[src/sv/pts_pkg.sv]
// Shared types and codes of the priority task scheduler.
`default_nettype none
package pts_pkg;

    localparam int unsigned PRIO_W = 8;
    localparam int unsigned TIME_W = 32;

    typedef enum logic [2:0] {
        ACT_CREATE   = 3'd0,
        ACT_SCHEDULE = 3'd1,
        ACT_DONE     = 3'd2,
        ACT_SLEEP    = 3'd3,
        ACT_SEM_WAIT = 3'd4,
        ACT_SEM_POST = 3'd5
    } action_t;

    typedef enum logic [1:0] {
        TS_READY    = 2'd0,
        TS_RUNNING  = 2'd1,
        TS_SLEEPING = 2'd2,
        TS_BLOCKED  = 2'd3
    } task_state_t;

    typedef enum logic [1:0] {
        RS_OK         = 2'd0,
        RS_FULL       = 2'd1,
        RS_NO_READY   = 2'd2,
        RS_NO_CURRENT = 2'd3
    } result_status_t;

    typedef enum logic [2:0] {
        S_IDLE,
        S_EXEC,
        S_SCAN,
        S_PICK,
        S_RESP
    } seq_state_t;

    typedef enum logic {
        ALU_ADD,
        ALU_SUB
    } alu_op_t;

    typedef struct packed {
        logic [2:0]        action;
        logic [PRIO_W-1:0] priority_req;
        logic [TIME_W-1:0] sleep_ticks;
        logic [TIME_W-1:0] now_time;
        logic [1:0]        sem_index;
    } req_t;

    typedef struct packed {
        result_status_t status;
        logic [2:0]     task_id;
        logic           granted;
    } rsp_t;

    typedef struct packed {
        logic              we_prio;
        logic              we_status;
        logic              we_wake;
        logic [PRIO_W-1:0] prio;
        task_state_t       status;
        logic [TIME_W-1:0] wake;
    } tbl_wr_t;

    typedef struct packed {
        logic [PRIO_W-1:0] prio;
        task_state_t       status;
        logic [TIME_W-1:0] wake;
    } tbl_rd_t;

endpackage
`default_nettype wire

[src/sv/pts_alu.sv]
// Shared 32-bit adder/subtractor: wake-time sums and wake-time compares.
`default_nettype none
module pts_alu (
    input  pts_pkg::alu_op_t              op,
    input  logic [pts_pkg::TIME_W-1:0]    a,
    input  logic [pts_pkg::TIME_W-1:0]    b,
    output logic [pts_pkg::TIME_W-1:0]    sum,
    output logic                          carry
);
    import pts_pkg::*;

    logic [TIME_W-1:0] b_eff;
    logic              cin;

    always_comb begin
        b_eff = (op == ALU_SUB) ? ~b : b;
        cin   = (op == ALU_SUB);
    end

    // On subtract, carry out set means a >= b
    assign {carry, sum} = (TIME_W + 1)'(a) + (TIME_W + 1)'(b_eff) + (TIME_W + 1)'(cin);

endmodule
`default_nettype wire

[src/sv/pts_table.sv]
// Task table: priority, state and wake time per slot, one read and one write port.
`default_nettype none
module pts_table #(
    parameter int unsigned DEPTH  = 8,
    parameter int unsigned ADDR_W = 3
) (
    input  logic                aclk,
    input  logic [ADDR_W-1:0]   rd_addr,
    output pts_pkg::tbl_rd_t    rd,
    input  logic [ADDR_W-1:0]   wr_addr,
    input  pts_pkg::tbl_wr_t    wr
);
    import pts_pkg::*;

    logic [PRIO_W-1:0] prio_reg [DEPTH];
    task_state_t       stat_reg [DEPTH];
    logic [TIME_W-1:0] wake_reg [DEPTH];

    always_ff @(posedge aclk) begin
        if (wr.we_prio) begin
            prio_reg[wr_addr] <= wr.prio;
        end
        if (wr.we_status) begin
            stat_reg[wr_addr] <= wr.status;
        end
        if (wr.we_wake) begin
            wake_reg[wr_addr] <= wr.wake;
        end
    end

    always_comb begin
        rd.prio   = prio_reg[rd_addr];
        rd.status = stat_reg[rd_addr];
        rd.wake   = wake_reg[rd_addr];
    end

endmodule
`default_nettype wire

[src/sv/pts_seq.sv]
// Request sequencer: decodes a request, scans the task table slot by slot, keeps
// the running task and semaphore state.
`default_nettype none
module pts_seq #(
    parameter int unsigned MAX_TASK_SLOTS = 8,
    parameter int unsigned NUM_SEMAPHORES = 4,
    parameter int unsigned TID_W          = 3,
    parameter int unsigned CNT_W          = 4
) (
    input  logic                       aclk,
    input  logic                       aresetn,
    input  logic                       in_valid,
    input  pts_pkg::req_t              in_req,
    output logic                       in_ready,
    input  logic                       out_free,
    output logic                       rsp_valid,
    output pts_pkg::rsp_t              rsp,
    output logic [TID_W-1:0]           rd_addr,
    input  pts_pkg::tbl_rd_t           rd,
    output logic [TID_W-1:0]           wr_addr,
    output pts_pkg::tbl_wr_t           wr,
    output pts_pkg::alu_op_t           alu_op,
    output logic [pts_pkg::TIME_W-1:0] alu_a,
    output logic [pts_pkg::TIME_W-1:0] alu_b,
    input  logic [pts_pkg::TIME_W-1:0] alu_sum,
    input  logic                       alu_carry
);
    import pts_pkg::*;

    localparam int unsigned SEM_W  = (NUM_SEMAPHORES > 1) ? $clog2(NUM_SEMAPHORES) : 1;
    localparam int unsigned SEL_W  = (SEM_W > 2) ? SEM_W : 2;
    localparam int unsigned IDX_XW = (TID_W > 3) ? TID_W : 3;
    localparam int unsigned SCMP_W = 5;

    seq_state_t state_reg, state_next;
    req_t       req_reg;

    logic [CNT_W-1:0]  count_reg, count_next;
    logic [TID_W-1:0]  run_task_reg, run_task_next;
    logic              run_valid_reg, run_valid_next;
    logic [NUM_SEMAPHORES-1:0] sem_free_reg, sem_free_next;
    logic [NUM_SEMAPHORES-1:0] sem_wv_reg, sem_wv_next;
    logic [TID_W-1:0]  sem_waiter_reg [NUM_SEMAPHORES];
    logic [TID_W-1:0]  sem_waiter_next [NUM_SEMAPHORES];

    logic [TID_W-1:0]  idx_reg, idx_next;
    logic [TID_W-1:0]  best_reg, best_next;
    logic [PRIO_W-1:0] best_prio_reg, best_prio_next;
    logic              found_reg, found_next;
    rsp_t              rsp_reg, rsp_next;

    logic [SEL_W-1:0]  sem_ext;
    logic [SEM_W-1:0]  sem_sel;
    logic              sem_ok;
    logic              scan_last;
    logic              woke;
    logic              slot_ready;

    always_comb begin
        sem_ext   = SEL_W'(req_reg.sem_index);
        sem_sel   = sem_ext[SEM_W-1:0];
        sem_ok    = SCMP_W'(req_reg.sem_index) < SCMP_W'(NUM_SEMAPHORES);
        scan_last = (CNT_W'(idx_reg) + CNT_W'(1)) == count_reg;
    end

    function automatic logic [2:0] to_id(input logic [TID_W-1:0] slot);
        logic [IDX_XW-1:0] ext;
        ext = IDX_XW'(slot);
        return ext[2:0];
    endfunction

    // Next state
    always_comb begin
        state_next = state_reg;
        case (state_reg)
            S_IDLE: begin
                if (in_valid) begin
                    state_next = S_EXEC;
                end
            end
            S_EXEC: begin
                if (req_reg.action == ACT_SCHEDULE && count_reg != '0) begin
                    state_next = S_SCAN;
                end else begin
                    state_next = S_RESP;
                end
            end
            S_SCAN: begin
                if (scan_last) begin
                    state_next = S_PICK;
                end
            end
            S_PICK: begin
                state_next = S_RESP;
            end
            S_RESP: begin
                if (out_free) begin
                    state_next = S_IDLE;
                end
            end
            default: begin
                state_next = S_IDLE;
            end
        endcase
    end

    // Outputs and datapath updates
    always_comb begin
        in_ready        = 1'b0;
        rsp_valid       = 1'b0;
        rd_addr         = run_task_reg;
        wr_addr         = run_task_reg;
        wr              = '0;
        wr.status       = TS_READY;
        wr.prio         = req_reg.priority_req;
        wr.wake         = alu_sum;
        alu_op          = ALU_ADD;
        alu_a           = req_reg.now_time;
        alu_b           = req_reg.sleep_ticks;
        woke            = 1'b0;
        slot_ready      = 1'b0;
        count_next      = count_reg;
        run_task_next   = run_task_reg;
        run_valid_next  = run_valid_reg;
        sem_free_next   = sem_free_reg;
        sem_wv_next     = sem_wv_reg;
        sem_waiter_next = sem_waiter_reg;
        idx_next        = idx_reg;
        best_next       = best_reg;
        best_prio_next  = best_prio_reg;
        found_next      = found_reg;
        rsp_next        = rsp_reg;

        case (state_reg)
            S_IDLE: begin
                in_ready = 1'b1;
            end
            S_EXEC: begin
                rsp_next.status  = RS_OK;
                rsp_next.task_id = 3'd0;
                rsp_next.granted = 1'b0;
                case (req_reg.action)
                    ACT_CREATE: begin
                        if (count_reg >= CNT_W'(MAX_TASK_SLOTS)) begin
                            rsp_next.status = RS_FULL;
                        end else begin
                            wr_addr          = count_reg[TID_W-1:0];
                            wr.we_prio       = 1'b1;
                            wr.we_status     = 1'b1;
                            wr.status        = TS_READY;
                            rsp_next.task_id = to_id(count_reg[TID_W-1:0]);
                            count_next       = count_reg + CNT_W'(1);
                        end
                    end
                    ACT_SCHEDULE: begin
                        idx_next   = '0;
                        found_next = 1'b0;
                        if (count_reg == '0) begin
                            rsp_next.status = RS_NO_READY;
                        end
                    end
                    ACT_DONE: begin
                        if (!run_valid_reg) begin
                            rsp_next.status = RS_NO_CURRENT;
                        end else if (rd.status == TS_RUNNING) begin
                            wr.we_status = 1'b1;
                            wr.status    = TS_READY;
                        end
                    end
                    ACT_SLEEP: begin
                        if (!run_valid_reg) begin
                            rsp_next.status = RS_NO_CURRENT;
                        end else begin
                            wr.we_status = 1'b1;
                            wr.we_wake   = 1'b1;
                            wr.status    = TS_SLEEPING;
                        end
                    end
                    ACT_SEM_WAIT: begin
                        if (sem_ok) begin
                            if (sem_free_reg[sem_sel]) begin
                                sem_free_next[sem_sel] = 1'b0;
                                rsp_next.granted       = 1'b1;
                            end else if (!run_valid_reg) begin
                                rsp_next.status = RS_NO_CURRENT;
                            end else begin
                                wr.we_status             = 1'b1;
                                wr.status                = TS_BLOCKED;
                                sem_waiter_next[sem_sel] = run_task_reg;
                                sem_wv_next[sem_sel]     = 1'b1;
                            end
                        end
                    end
                    ACT_SEM_POST: begin
                        if (sem_ok) begin
                            sem_free_next[sem_sel] = 1'b1;
                            if (sem_wv_reg[sem_sel]) begin
                                wr_addr              = sem_waiter_reg[sem_sel];
                                wr.we_status         = 1'b1;
                                wr.status            = TS_READY;
                                sem_wv_next[sem_sel] = 1'b0;
                            end
                        end
                    end
                    default: begin
                    end
                endcase
            end
            S_SCAN: begin
                // Wake a due sleeper, then keep the best ready slot so far
                rd_addr    = idx_reg;
                wr_addr    = idx_reg;
                alu_op     = ALU_SUB;
                alu_b      = rd.wake;
                woke       = (rd.status == TS_SLEEPING) && alu_carry;
                slot_ready = (rd.status == TS_READY) || woke;
                if (woke) begin
                    wr.we_status = 1'b1;
                    wr.status    = TS_READY;
                end
                if (slot_ready && (!found_reg || rd.prio > best_prio_reg)) begin
                    best_next      = idx_reg;
                    best_prio_next = rd.prio;
                    found_next     = 1'b1;
                end
                idx_next = idx_reg + TID_W'(1);
            end
            S_PICK: begin
                wr_addr = best_reg;
                if (found_reg) begin
                    wr.we_status     = 1'b1;
                    wr.status        = TS_RUNNING;
                    run_task_next    = best_reg;
                    run_valid_next   = 1'b1;
                    rsp_next.task_id = to_id(best_reg);
                end else begin
                    rsp_next.status = RS_NO_READY;
                end
            end
            S_RESP: begin
                rsp_valid = out_free;
            end
            default: begin
            end
        endcase
    end

    assign rsp = rsp_reg;

    always_ff @(posedge aclk) begin
        if (!aresetn) begin
            state_reg      <= S_IDLE;
            count_reg      <= '0;
            run_task_reg   <= '0;
            run_valid_reg  <= 1'b0;
            sem_free_reg   <= '1;
            sem_wv_reg     <= '0;
            for (int i = 0; i < int'(NUM_SEMAPHORES); i++) begin
                sem_waiter_reg[i] <= '0;
            end
        end else begin
            state_reg      <= state_next;
            count_reg      <= count_next;
            run_task_reg   <= run_task_next;
            run_valid_reg  <= run_valid_next;
            sem_free_reg   <= sem_free_next;
            sem_wv_reg     <= sem_wv_next;
            sem_waiter_reg <= sem_waiter_next;
        end
    end

    always_ff @(posedge aclk) begin
        if (in_valid && in_ready) begin
            req_reg <= in_req;
        end
        idx_reg       <= idx_next;
        best_reg      <= best_next;
        best_prio_reg <= best_prio_next;
        found_reg     <= found_next;
        rsp_reg       <= rsp_next;
    end

endmodule
`default_nettype wire

[src/sv/priority_task_scheduler_unit.sv]
// Top level of the priority task scheduler: request/result stream ports and output register.
// Takes one request at a time and answers each with exactly one result. Create,
// done, sleep, semaphore wait and semaphore post are decoded and carried out in
// the execute state, then go straight to the response state. Schedule walks the
// task table one slot per cycle through the single table read port and one
// shared 32-bit adder that checks each sleeper's wake time, then commits the
// pick in a separate step; with an empty table it answers without a scan.
// The result sits in an output register, so the next request is taken while it
// waits; the sequencer only stalls at its last step if that register is still
// full. No clearing pass runs after reset.
`default_nettype none
module priority_task_scheduler_unit #(
    parameter int unsigned MAX_TASK_SLOTS = 8,
    parameter int unsigned NUM_SEMAPHORES = 4
) (
    input  logic        aclk,
    input  logic        aresetn,
    input  logic        s_tvalid,
    output logic        s_tready,
    input  logic [79:0] s_tdata,   // priority_req[7:0], sleep_ticks[39:8], now_time[71:40],
                                   // sem_index[73:72], zero[79:74]
    input  logic [2:0]  s_tuser,   // action[2:0]
    output logic        m_tvalid,
    input  logic        m_tready,
    output logic [7:0]  m_tdata    // status[1:0], task_id[4:2], granted[5], zero[7:6]
);
    import pts_pkg::*;

    localparam int unsigned TID_W = (MAX_TASK_SLOTS > 1) ? $clog2(MAX_TASK_SLOTS) : 1;
    localparam int unsigned CNT_W = $clog2(MAX_TASK_SLOTS + 1);

    req_t              in_req;
    rsp_t              rsp;
    logic              rsp_valid;
    logic              out_free;
    logic [TID_W-1:0]  rd_addr;
    logic [TID_W-1:0]  wr_addr;
    tbl_rd_t           tbl_rd;
    tbl_wr_t           tbl_wr;
    alu_op_t           alu_op;
    logic [TIME_W-1:0] alu_a;
    logic [TIME_W-1:0] alu_b;
    logic [TIME_W-1:0] alu_sum;
    logic              alu_carry;

    logic              m_tvalid_reg, m_tvalid_next;
    logic [7:0]        m_tdata_reg, m_tdata_next;

    always_comb begin
        in_req.action       = s_tuser;
        in_req.priority_req = s_tdata[7:0];
        in_req.sleep_ticks  = s_tdata[39:8];
        in_req.now_time     = s_tdata[71:40];
        in_req.sem_index    = s_tdata[73:72];
    end

    assign out_free = !m_tvalid_reg || m_tready;

    pts_seq #(
        .MAX_TASK_SLOTS (MAX_TASK_SLOTS),
        .NUM_SEMAPHORES (NUM_SEMAPHORES),
        .TID_W          (TID_W),
        .CNT_W          (CNT_W)
    ) u_seq (
        .aclk      (aclk),
        .aresetn   (aresetn),
        .in_valid  (s_tvalid),
        .in_req    (in_req),
        .in_ready  (s_tready),
        .out_free  (out_free),
        .rsp_valid (rsp_valid),
        .rsp       (rsp),
        .rd_addr   (rd_addr),
        .rd        (tbl_rd),
        .wr_addr   (wr_addr),
        .wr        (tbl_wr),
        .alu_op    (alu_op),
        .alu_a     (alu_a),
        .alu_b     (alu_b),
        .alu_sum   (alu_sum),
        .alu_carry (alu_carry)
    );

    pts_table #(
        .DEPTH  (MAX_TASK_SLOTS),
        .ADDR_W (TID_W)
    ) u_table (
        .aclk    (aclk),
        .rd_addr (rd_addr),
        .rd      (tbl_rd),
        .wr_addr (wr_addr),
        .wr      (tbl_wr)
    );

    pts_alu u_alu (
        .op    (alu_op),
        .a     (alu_a),
        .b     (alu_b),
        .sum   (alu_sum),
        .carry (alu_carry)
    );

    always_comb begin
        m_tvalid_next = m_tvalid_reg;
        m_tdata_next  = m_tdata_reg;
        if (rsp_valid) begin
            m_tvalid_next = 1'b1;
            m_tdata_next  = {2'b00, rsp.granted, rsp.task_id, rsp.status};
        end else if (m_tready) begin
            m_tvalid_next = 1'b0;
        end
    end

    always_ff @(posedge aclk) begin
        if (!aresetn) begin
            m_tvalid_reg <= 1'b0;
        end else begin
            m_tvalid_reg <= m_tvalid_next;
        end
    end

    always_ff @(posedge aclk) begin
        m_tdata_reg <= m_tdata_next;
    end

    assign m_tvalid = m_tvalid_reg;
    assign m_tdata  = m_tdata_reg;

    // One request in flight at a time
    a_one_in_flight: assert property (@(posedge aclk) disable iff (!aresetn)
        s_tvalid && s_tready |=> !s_tready)
        else $error("request accepted while another is in flight");

    // A result is only loaded when the output register can take it
    a_no_overwrite: assert property (@(posedge aclk) disable iff (!aresetn)
        rsp_valid |-> (!m_tvalid_reg || m_tready))
        else $error("result overwrote an undelivered result");

    // A granted semaphore always reports ok
    a_grant_ok: assert property (@(posedge aclk) disable iff (!aresetn)
        m_tvalid && m_tdata[5] |-> m_tdata[1:0] == RS_OK)
        else $error("granted result with error status");

endmodule
`default_nettype wire

[config.mk]
export PLATFORM = sky130hd
export DESIGN_NAME = priority_task_scheduler_unit
export DESIGN_NICKNAME = d
export VERILOG_FILES = /design/src/sv/pts_pkg.sv /design/src/sv/pts_alu.sv /design/src/sv/pts_table.sv /design/src/sv/pts_seq.sv /design/src/sv/priority_task_scheduler_unit.sv
export SDC_FILE = /design/constraint.sdc
export NUM_CORES = 1
export LEC_CHECK = 0
export BUFFER_PORTS_ARGS = -buffer_cell sky130_fd_sc_hd__buf_2
export CAP_MARGIN = 30
export CORE_MARGIN = 10
export CORE_UTILIZATION = 34
export CTS_CLUSTER_DIAMETER = 200
export DETAILED_ROUTE_END_ITERATION = 10
export PLACE_DENSITY = 0.61
export SLEW_MARGIN = 20
export SYNTH_ARGS = -nofsm -noshare
export SYNTH_HDL_FRONTEND = slang
export SYNTH_SLANG_ARGS = --single-unit
[constraint.sdc]
create_clock -name aclk -period 6.8 [get_ports aclk]
set_clock_uncertainty 0.2 [all_clocks]
set_input_delay 0 -clock aclk [delete_from_list [all_inputs] [get_ports aclk]]
set_output_delay 0 -clock aclk [all_outputs]
set_load 0.01 [all_outputs]
==> flow_summary.yaml, run 1 <==
yosys:
  yosysTopAreaCell: "edfxtp_1"
  synth-seq-cells: 472
  ys_seq_area_share_pct: 68.33
  synth_cells: 1261
  syn_area_sq_mm: 0.02027
  avgSynthCellArea_sq_um: 16.08
  async_flop_share_pct: 0
  post-synth-top-count-cell: "edfxtp_1"
  yosysWarnings: 0
  synthTopCellsByArea: "edfxtp_1 65%, mux4_2 9.7%, dfxtp_1 3.2%, ha_1 2.7%, mux2_2 2.2%"
  synth_top_area_share_pct: 65.17
  ys.flop_type: "edfxtp_1"
  ys_types: 69
  synth_edf_count: 440
  synth_commonest_cells: "440 x edfxtp_1, 110 x nand2_1, 87 x mux4_2"
grt:
  grt_usage_pct: 13.29
  overflow: 0
  grt_pass1_wl_mm: 72.77
  grt_pass1_vias: 12550
  grt_start_max_net_pins: 67
  grt_antenna_before_repair: 0
clock_network:
  post-cts-setup-buffers: 0
  cts_buffers: 50
  clock_path_buffers: 3
  cts_root_buf: "clkbuf_16"
  cts_resized: 0
  clkLatencyLatePin_ns: 0.60
  cts_tree: "yes"
  cts_sinks: 472
  htreeDepth: 2
  clk_pin_slew_ns: 0.06
timing:
  drv_slew: 0
  fin_crit_ns: 6.447
  relSlewSlack_pct: 29.84
  max_freq_mhz: 155.1
  timing.final.crit_share_pct: 94.81
  tightest_slew_ns: 1.026
  setup_violations: 0
  rsz0062_at_grt: "no"
  hold_ws_ns: 0.2204
  hold_violations: 0
  setup_tns_ns: 0
worst_hold_path:
  hold_class: "register to register"
floorplan:
  fp.dieW_microns: 264.2
  start_util_pct: 34.35
  core-area_sq_mm: 0.05902
  dieArea_sq_mm: 0.06979
  ios: 97
  rows: 89
  chipHeight_microns: 264.2
pwr:
  p_per_area_mw_per_mm2: 272.9
  clkPwrFrac_pct: 40.2
  cell_internal_pwr_uw: 5266
  pwr-share-comb_pct: 9.5
  switching_share_pct: 23.07
  ir_drop_v: 0.0002144
  seq_power_share_pct: 50.3
  power_switching_uw: 1580
  power_leakage_uw: 0.008777
placed_design:
  io_buffers: 88
  hpwl_mm: 28.78
  place.gp.congestion: 0.8480
worst_setup_path:
  r2r.worst_path.cells: 17
  cp-endpoint: "u_table.stat_reg[4][1]"
  cp-end-kind: "register"
  cp_data_required_time_ns: 6.92
  worstSetupPathType: "register to register"
  arrival_ns: 6.57
  reg2reg_to: "u_table.stat_reg[4][1]"
  reg2reg_setup_slack_ns: 0.35
  startpoint: "u_seq.state_reg[1]"
  cp_max_fo: 35
  setup.worst_path.start_class: "register"
  rr_startpoint: "u_seq.state_reg[1]"
routing:
  drt-wirelength-per-cell_microns: 20.12
  first_iter_violations: 786
  drt_pass1_iterations: 6
  via_per_inst: 5.072
  ant_nets: 0
  drcViolationCount: 0
  wl_mm: 47.37
  num_vias: 11940
job:
  maxCapViolCount: 0
layout:
  fillers: 5270
  multi_input_area_sq_mm: 0.006177
  drive_gt1_share_pct: 21.95
  fin_util_pct: 42.50
  nets: 1672
  area_delta_synth_final_pct: 23.74
  antenna_cells: 0
  largest_reg_flops: 256
  regArea_sq_mm: 0.01385
outcome:
  outcome: "finished, final reports clean"
-- metrics by stage --
stage	setup WS, ns	cell area, sq um	instances	power [uW]
after floorplan	1.374	20280	1262	3880
after global placement	0.5991	21740	2094	4055
after CTS	0.4641	25070	2351	6906
final	0.3526	25090	2354	6846
after global routing	0.02535	25090	2354	7108
after detailed placement	0.5151	21790	2098	4077
-- final cells by class --
cell class | instances | area share [%]
clock inverter | 34 | 1.377
timing repair buffer | 279 | 9.252
sequential | 472 | 55.22
tap | 773 | 3.856
multi-input combinational | 713 | 24.62
inverter | 24 | 0.3791
clock buffer | 59 | 5.287
-- power by group through the flow --
stage / logic, uW / clock network, uW / registers, uW
after floorplan: 401 / 0 / 3480
after global placement: 553 / 0 / 3500
after detailed placement: 572 / 0 / 3500
after CTS: 646 / 2820 / 3440
after global routing: 725 / 2930 / 3450
final: 648 / 2750 / 3440
-- how the worst min path moves through the flow --
stage                     cells after the start          from            endpoint  slack, ns
after floorplan                               0   s_tdata[40]      u_seq.alu_a[0]      -0.10
after global placement                        1   s_tdata[35]   u_seq.req_reg[61]      -0.02
after detailed placement                      1   s_tdata[55]     u_seq.alu_a[15]      -0.02
after CTS                                     6      s_tvalid  u_seq.state_reg[1]       0.19
after global routing                          0  u_seq.rsp[3]          m_tdata[4]       0.23
final                                         0  u_seq.rsp[3]          m_tdata[4]       0.22
-- logic make-up after synthesis --
family	share of synthesized area (%)
compound gates	6.147
xor+xnor	1.296
fa+ha+maj	2.814
buf+inv	1.629
flops	68.33
mux	12.71
other cells	0.01850
simple gates	7.054
-- critical path: stages (launching register included) --
cell and delay (ns):
dfxtp_1 0.52, or3b_4 0.46, inv_6 0.16, mux2i_4 0.29, buf_12 0.32, mux4_2 0.55
mux2_2 0.27, o21ai_1 0.14, ha_1 0.35, nand3_1 0.13, nor2_1 0.06, a2111oi_0 0.87
a211oi_1 0.21, buf_4 0.21, o211ai_1 0.30, a31oi_1 0.37, a211oi_4 0.56, nor2_1 0.16
-- metal layers --
layer	wire, microns	global-route usage, %
met2	22960	22.10
met5	0	0
met1	20790	17.28
met3	2555	2.446
met4	1069	4.278
-- repair_timing --
item / CTS / global route
endpoints found under the setup margin: 0 / 0
hold buffers: 160 / 0
hold endpoints to repair: 126 / 0
-- placed cells by master (no fill, tap or decap), types with 5 or more instances in the layout --
master / n
nor2_4: 7
dfxtp_1: 32
bufinv_16: 6
inv_1: 19
nor3_1: 13
clkinv_2: 9
o21ai_1: 39
mux4_2: 87
o21ai_0: 16
and3_1: 7
edfxtp_1: 440
and2_1: 9
o21a_1: 9
nor2b_1: 27
a211oi_1: 8
clkbuf_16: 51
a31oi_1: 5
buf_4: 24
nand3_1: 17
ha_1: 44
clkbuf_1: 6
nand4_1: 9
a21o_1: 23
mux2i_1: 14
buf_2: 89
xnor2_1: 21
dlygate4sd3_1: 160
clkinv_1: 12
nor2_1: 59
nand2_1: 110
a21boi_0: 5
nand2b_1: 15
xor2_1: 9
mux2_2: 39
a21oi_1: 48
Note: power is estimated with default switching activity, not from simulation.
==> run 2, diff against run 1 <==
ABC_AREA = 1   (was default)
==> run 2 against run 1 <==
Net effect:
- via count is 25% higher
- largest power group unchanged
- synthesized cell count is 49% higher
- global-route usage is 1.5 points higher
- design area is 0.68% higher
- final cell count is 25% higher
- die area is 1.8% higher
- combinational power is 24% lower
- critical path depth stayed put
- register-to-register slack better by 0.76 ns
- fmax is 13% higher
- sequential share of layout area is 0.37 points lower
- critical path type unchanged
==> flow_summary.yaml, run 2 <==
worst_setup_path:
  cp-end-kind: "register"
  arrival_ns: 5.82
  worstSetupPathType: "register to register"
  cp_data_required_time_ns: 6.94
  cpMaxStageDelayCell: "dfxtp_1"
  cpPeakStageDelay_ns: 0.56
  cp_max_fo: 41
  crit_chain: "nand2_4 -> inv_4 -> nand2_4 -> o21ai_4 -> buf_4 -> o221ai_1 -> nand3_1 -> o21ai_0 -> fa_1 -> o21ai_2 -> a21oi_1 -> o21ai_2 -> a21boi_1 -> o21ai_0 -> a21boi_1 -> o21bai_1 -> xor2_1"
  setup.worst_path.start_class: "register"
yosys:
  synthTopCellsByArea: "edfxtp_1 64%, nand2_1 8.2%, nand3_1 5.5%, dfxtp_1 3.1%, ha_1 2.7%"
  post-synth-top-count-cell: "nand2_1"
  syn_area_sq_mm: 0.02066
  synth-adder-area-share_pct: 2.761
  avgSynthCellArea_sq_um: 11.03
  synth_mux_area_share_pct: 0
  ys_types: 50
  ys_seq_area_share_pct: 67.05
  ys.flop_type: "edfxtp_1"
  async_flop_share_pct: 0
  synth-seq-cells: 472
  synth_commonest_cells: "449 x nand2_1, 440 x edfxtp_1, 225 x nand3_1"
  synth_top_area_share_pct: 63.95
  yosysTopAreaCell: "edfxtp_1"
  synth_cells: 1874
  synth_compound_area_share_pct: 7.873
  synth_edf_count: 440
  yosysWarnings: 0
  synth_top_family_by_area: "simple AND/OR/NAND/NOR gates"
  synthXorXnorAreaFrac_pct: 1.102
  synth_simple_gate_area_share_pct: 17.17
placed_design:
  place.gp.congestion: 0.8946
  io_buffers: 88
  placed_cell_area_sq_mm: 0.02206
  hpwl_mm: 32.71
routing:
  ant_nets: 0
  first_iter_violations: 1476
  met1Wirelength_mm: 23.12
  drt-wirelength-per-cell_microns: 18.12
  wl_met3_mm: 3.240
  drt_pass1_iterations: 7
  routed.top_layer: "met4"
  wl_met2_mm: 25.69
  num_vias: 14880
  via_per_inst: 5.045
  drcViolationCount: 0
  wl_mm: 53.45
floorplan:
  rows: 90
  chipHeight_microns: 266.5
  ios: 97
  start_util_pct: 34.29
  dieArea_sq_mm: 0.07103
  core-area_sq_mm: 0.06025
  fp.dieW_microns: 266.5
grt:
  grt_pass1_wl_mm: 82.10
  grt_start_max_net_pins: 62
  grt_antenna_before_repair: 0
  overflow: 0
  grt_usage_pct: 14.81
  grt_pass1_vias: 14570
clock_network:
  clkLatencyLatePin_ns: 0.63
  cts_root_buf: "clkbuf_16"
  clk_pin_slew_ns: 0.06
  cts_tree: "yes"
  cts_sinks: 472
  cts_resized: 0
  cts_buffers: 50
  clock_path_buffers: 3
  htreeDepth: 2
timing:
  tightest_slew_ns: 0.9628
  setup_tns_ns: 0
  setup_violations: 0
  fin_crit_ns: 5.688
  max_freq_mhz: 175.8
  timing.final.crit_share_pct: 83.64
  drv_slew: 0
  hold_violations: 0
  relSlewSlack_pct: 35.64
  rsz0062_at_grt: "no"
layout:
  nets: 2262
  area_delta_synth_final_pct: 22.24
  largest_reg_flops: 256
  final_cell_mix: "447 x nand2_1, 440 x edfxtp_1, 225 x nand3_1, 159 x dlygate4sd3_1, 127 x inv_1"
  antenna_cells: 0
  final_common_cell: "nand2_1"
  drive_gt1_share_pct: 10.52
  design_area_sq_mm: 0.02526
pwr:
  p_per_area_mw_per_mm2: 256.4
  power_leakage_uw: 0.009370
  ir_drop_v: 0.0002092
job:
  maxCapViolCount: 0
outcome:
  outcome: "finished, final reports clean"
worst_hold_path:
  hold_class: "input pin to register"
[run 2: changes by cell type in the layout (fill, tap and decap cells not counted), moves of 21 or more]
cell,change
mux2_2,-39
o21ai_1,-33
mux4_2,-87
nor2_1,+66
inv_1,+108
a21o_1,-21
nand3_1,+208
o22ai_1,+21
nor2b_1,-27
a21oi_1,+32
o21ai_0,+89
nand2_1,+337
[run 2: cell families after synthesis]
kind of cell	count (synthesis)
compound gates	279
xor+xnor	26
fa+ha+maj	45
buf+inv	207
flops	472
other cells	1
simple gates	844
[run 2: final cells by class]
class | count | area, sq um
Sequential cell | 472 | 13850
Clock inverter | 26 | 265.3
Tap cell | 782 | 978.4
Fill cell | 5472 | 34990
Timing Repair Buffer | 277 | 2257
Multi-Input combinational cell | 1196 | 6072
Clock buffer | 64 | 1329
Inverter | 133 | 501.7
[run 2: report_power, final]
group          switching, uW  internal (uW)
clock network           1130           1510
registers               29.9           3320
logic                    315            176
[run 2: stage by stage]
step / hold WS [ns] / util (%) / power [uW] / worst slack, ns / std cells
6_report: 0.2173 / 41.92 / 6476 / 1.112 / 2950
5_1_grt: 0.2299 / 41.92 / 6702 / 0.7113 / 2950
4_1_cts: 0.1991 / 41.90 / 6517 / 1.085 / 2948
3_5_place_dp: -0.02186 / 36.61 / 3828 / 1.101 / 2699
3_3_place_gp: -0.02360 / 36.61 / 3814 / 1.235 / 2699
2_1_floorplan: -0.1011 / - / 3673 / 0.2068 / 1875
[run 2: final timing paths]
path	from	end	slack, ns	depth (start not counted)
max	u_seq.state_reg[1]	u_table.wake_reg[5][18]	1.11	17
min	aresetn	register	0.22	3
max reg2reg	u_seq.state_reg[1]	u_table.wake_reg[5][18]	1.11	17
min reg2reg	u_seq.rsp[0]	m_tdata[5]	0.22	0
[run 2: layer usage]
metal | up-vias | GRT usage [%]
met5 | - | 0
met4 | 0 | 5.159
met3 | 94 | 2.430
met2 | 480 | 24.74
met1 | 7222 | 19.19
li1 | 7086 | -
[run 2: what timing repair did]
| item | in CTS | in global routing |
|---|---|---|
| hold endpoints to repair | 131 | 0 |
| hold buffers | 159 | 0 |
| setup buffers | 0 | 0 |
[run 2: worst max-delay path, delay by kind of cell, from the launching register on]
kind	cells	cell delay, ns
and+or+nand+nor	3	0.78
adders and majority gates	1	0.50
DFF	1	0.56
AOI/OAI and AO/OA	10	1.96
buffers and inverters	2	0.82
xor gates and xnor gates	1	0.52
==> run 3, diff against run 2 <==
ABC_AREA = 0   (was 1)
clock period = 5.5 ns   (was 6.8 ns; I/O delays follow)
==> run 3 against run 2 <==
Net effect:
- first-iteration DRC count decreased by 38%
- power increased by 28%
- via count decreased by 19%
- critical path type unchanged
- combinational power increased by 76%
- critical endpoint is now u_table.stat_reg[0][0]
- register-to-register slack got worse by 0.84 ns
- fmax increased by 8.9%
- non-clock buffer count increased by 35
==> flow_summary.yaml, run 3 (synthesis gave the netlist of run 1 again) <==
worst_setup_path:
  worstSetupPathType: "register to register"
  cp_max_fo: 19
  setup.worst_path.start_class: "register"
  arrival_ns: 5.36
  cp-end-kind: "register"
  cp_data_required_time_ns: 5.64
placed_design:
  hpwl_mm: 29.07
  dp_cells: 2126
  place.gp.congestion: 0.8658
  pre_cts_slack_ns: 0.02186
  io_buffers: 88
routing:
  num_vias: 12020
  wl_mm: 47.67
  drcViolationCount: 0
  first_iter_violations: 919
  via_per_inst: 5.048
  drt-wirelength-per-cell_microns: 20.03
  ant_nets: 0
  drt_pass1_iterations: 5
timing:
  relSlewSlack_pct: 35.97
  setup_tns_ns: 0
  drv_slew: 0
  timing.final.crit_share_pct: 95.00
  setup_slack_ns: 0.2750
  max_freq_mhz: 191.4
  tightest_slew_ns: 0.9569
  rsz0062_at_grt: "no"
  setup_violations: 0
  hold_violations: 0
  fin_crit_ns: 5.225
job:
  maxCapViolCount: 0
layout:
  area_delta_synth_final_pct: 24.43
  final_cell_mix: "440 x edfxtp_1, 160 x dlygate4sd3_1, 110 x nand2_1, 88 x buf_2, 87 x mux4_2"
  drive_gt1_share_pct: 23.27
  finalNonFillerCells: 2380
  largest_reg_flops: 256
  final_common_cell: "edfxtp_1"
  nets: 1703
  antenna_cells: 0
grt:
  grt_antenna_before_repair: 0
  grt_usage_pct: 13.41
  grt_pass1_wl_mm: 73.42
  grt_start_max_net_pins: 44
  grt_pass1_vias: 12540
  overflow: 0
pwr:
  seq_power_share_pct: 51.4
  clkPwrFrac_pct: 38.1
  ir_drop_v: 0.0002306
  switching_share_pct: 23.50
  power_switching_uw: 1942
  cell_internal_pwr_uw: 6321
  finalPower_uw: 8263
  pwr-share-comb_pct: 10.5
  p_per_area_mw_per_mm2: 327.6
  power_leakage_uw: 0.008889
floorplan:
  core-area_sq_mm: 0.05902
  chipHeight_microns: 264.2
  start_util_pct: 34.35
  dieArea_sq_mm: 0.06979
  fp.dieW_microns: 264.2
  rows: 89
  ios: 97
clock_network:
  clock_path_buffers: 3
  cts_sinks: 472
  clk_pin_slew_ns: 0.06
  clkLatencyLatePin_ns: 0.61
  cts_root_buf: "clkbuf_16"
  cts_buffers: 48
  cts_tree: "yes"
  htreeDepth: 2
worst_hold_path:
  hold_class: "register to register"
outcome:
  outcome: "finished, final reports clean"
==> run 3: changes by cell type in the layout (fill, tap and decap cells not counted), moves of 21 or more <==
cell     previous run  this run
nand2_1           447       110
nand3_1           225        17
inv_1             127        19
o21ai_0           105        16
mux4_2              0        87
nor2_1            125        59
mux2_2              0        39
o21ai_1             6        39
a21oi_1            80        48
buf_4              30        57
nor2b_1             0        27
a21o_1              2        23
o22ai_1            23         2
==> run 3: power groups by stage <==
stage | registers, uW | logic [uW] | clock network [uW]
after global routing | 4260 | 964 | 3360
after floorplan | 4300 | 495 | 0
after detailed placement | 4330 | 761 | 0
final | 4250 | 865 | 3150
after CTS | 4250 | 856 | 3210
after global placement | 4320 | 738 | 0
==> run 3: path summary, 6_finish.rpt <==
check	from	end	slack (ns)	cells after the start
setup / recovery	u_seq.state_reg[2]	u_table.stat_reg[0][0]	0.28	20
hold / removal	u_seq.rsp[0]	m_tdata[5]	0.22	0
setup reg to reg	u_seq.state_reg[2]	u_table.stat_reg[0][0]	0.28	20
hold reg to reg	u_seq.rsp[0]	m_tdata[5]	0.22	0
==> run 3: final cells by class <==
cell class,instances,area (sq um)
clock buffer,60,1267
clock inverter,26,235.2
fill,5237,33790
inverter,24,95.09
multi-input combinational,713,6210
sequential,472,13850
tap,773,967.2
timing repair buffer,312,2597
==> run 3: stage by stage <==
stage               area, sq um  hold slack, ns  utilization, %
detailed placement        21990        -0.02186           37.27
floorplan                 20280         -0.1011               -
global route              25230          0.2251           42.74
finish                    25230          0.2197           42.74
CTS                       25110          0.2099           42.54
global placement          21970        -0.02344           37.22
==> run 3: worst max-delay path, stage by stage (launching register included) <==
cell and delay [ns]:
dfxtp_1 0.31, or3b_4 0.44, inv_6 0.10, mux2i_4 0.24, buf_12 0.15, buf_4 0.14, buf_6 0.28, mux4_2 0.53
mux2_2 0.27, o21ai_1 0.12, ha_1 0.25, nor2b_1 0.13, o21ai_1 0.17, a21oi_1 0.17, a2111oi_0 0.49, buf_4 0.19
a31oi_1 0.07, buf_4 0.18, a211oi_4 0.28, buf_12 0.16, nor2_1 0.07
==> run 3: metal layers <==
layer	share of wire [%]	track usage, %
met2	48	21.86
met3	5.4	2.955
met4	1.8	3.336
met5	0	0
met1	45	17.86
==> run 3: timing repair <==
item | in CTS | in global routing
resized for setup | 2 | 5
endpoints found under the setup margin | 15 | 75
endpoints found under the hold margin | 153 | 0
cloned | 0 | 1
hold buffers | 160 | 0
buffers inserted | 0 | 3
pin swaps | 1 | 1
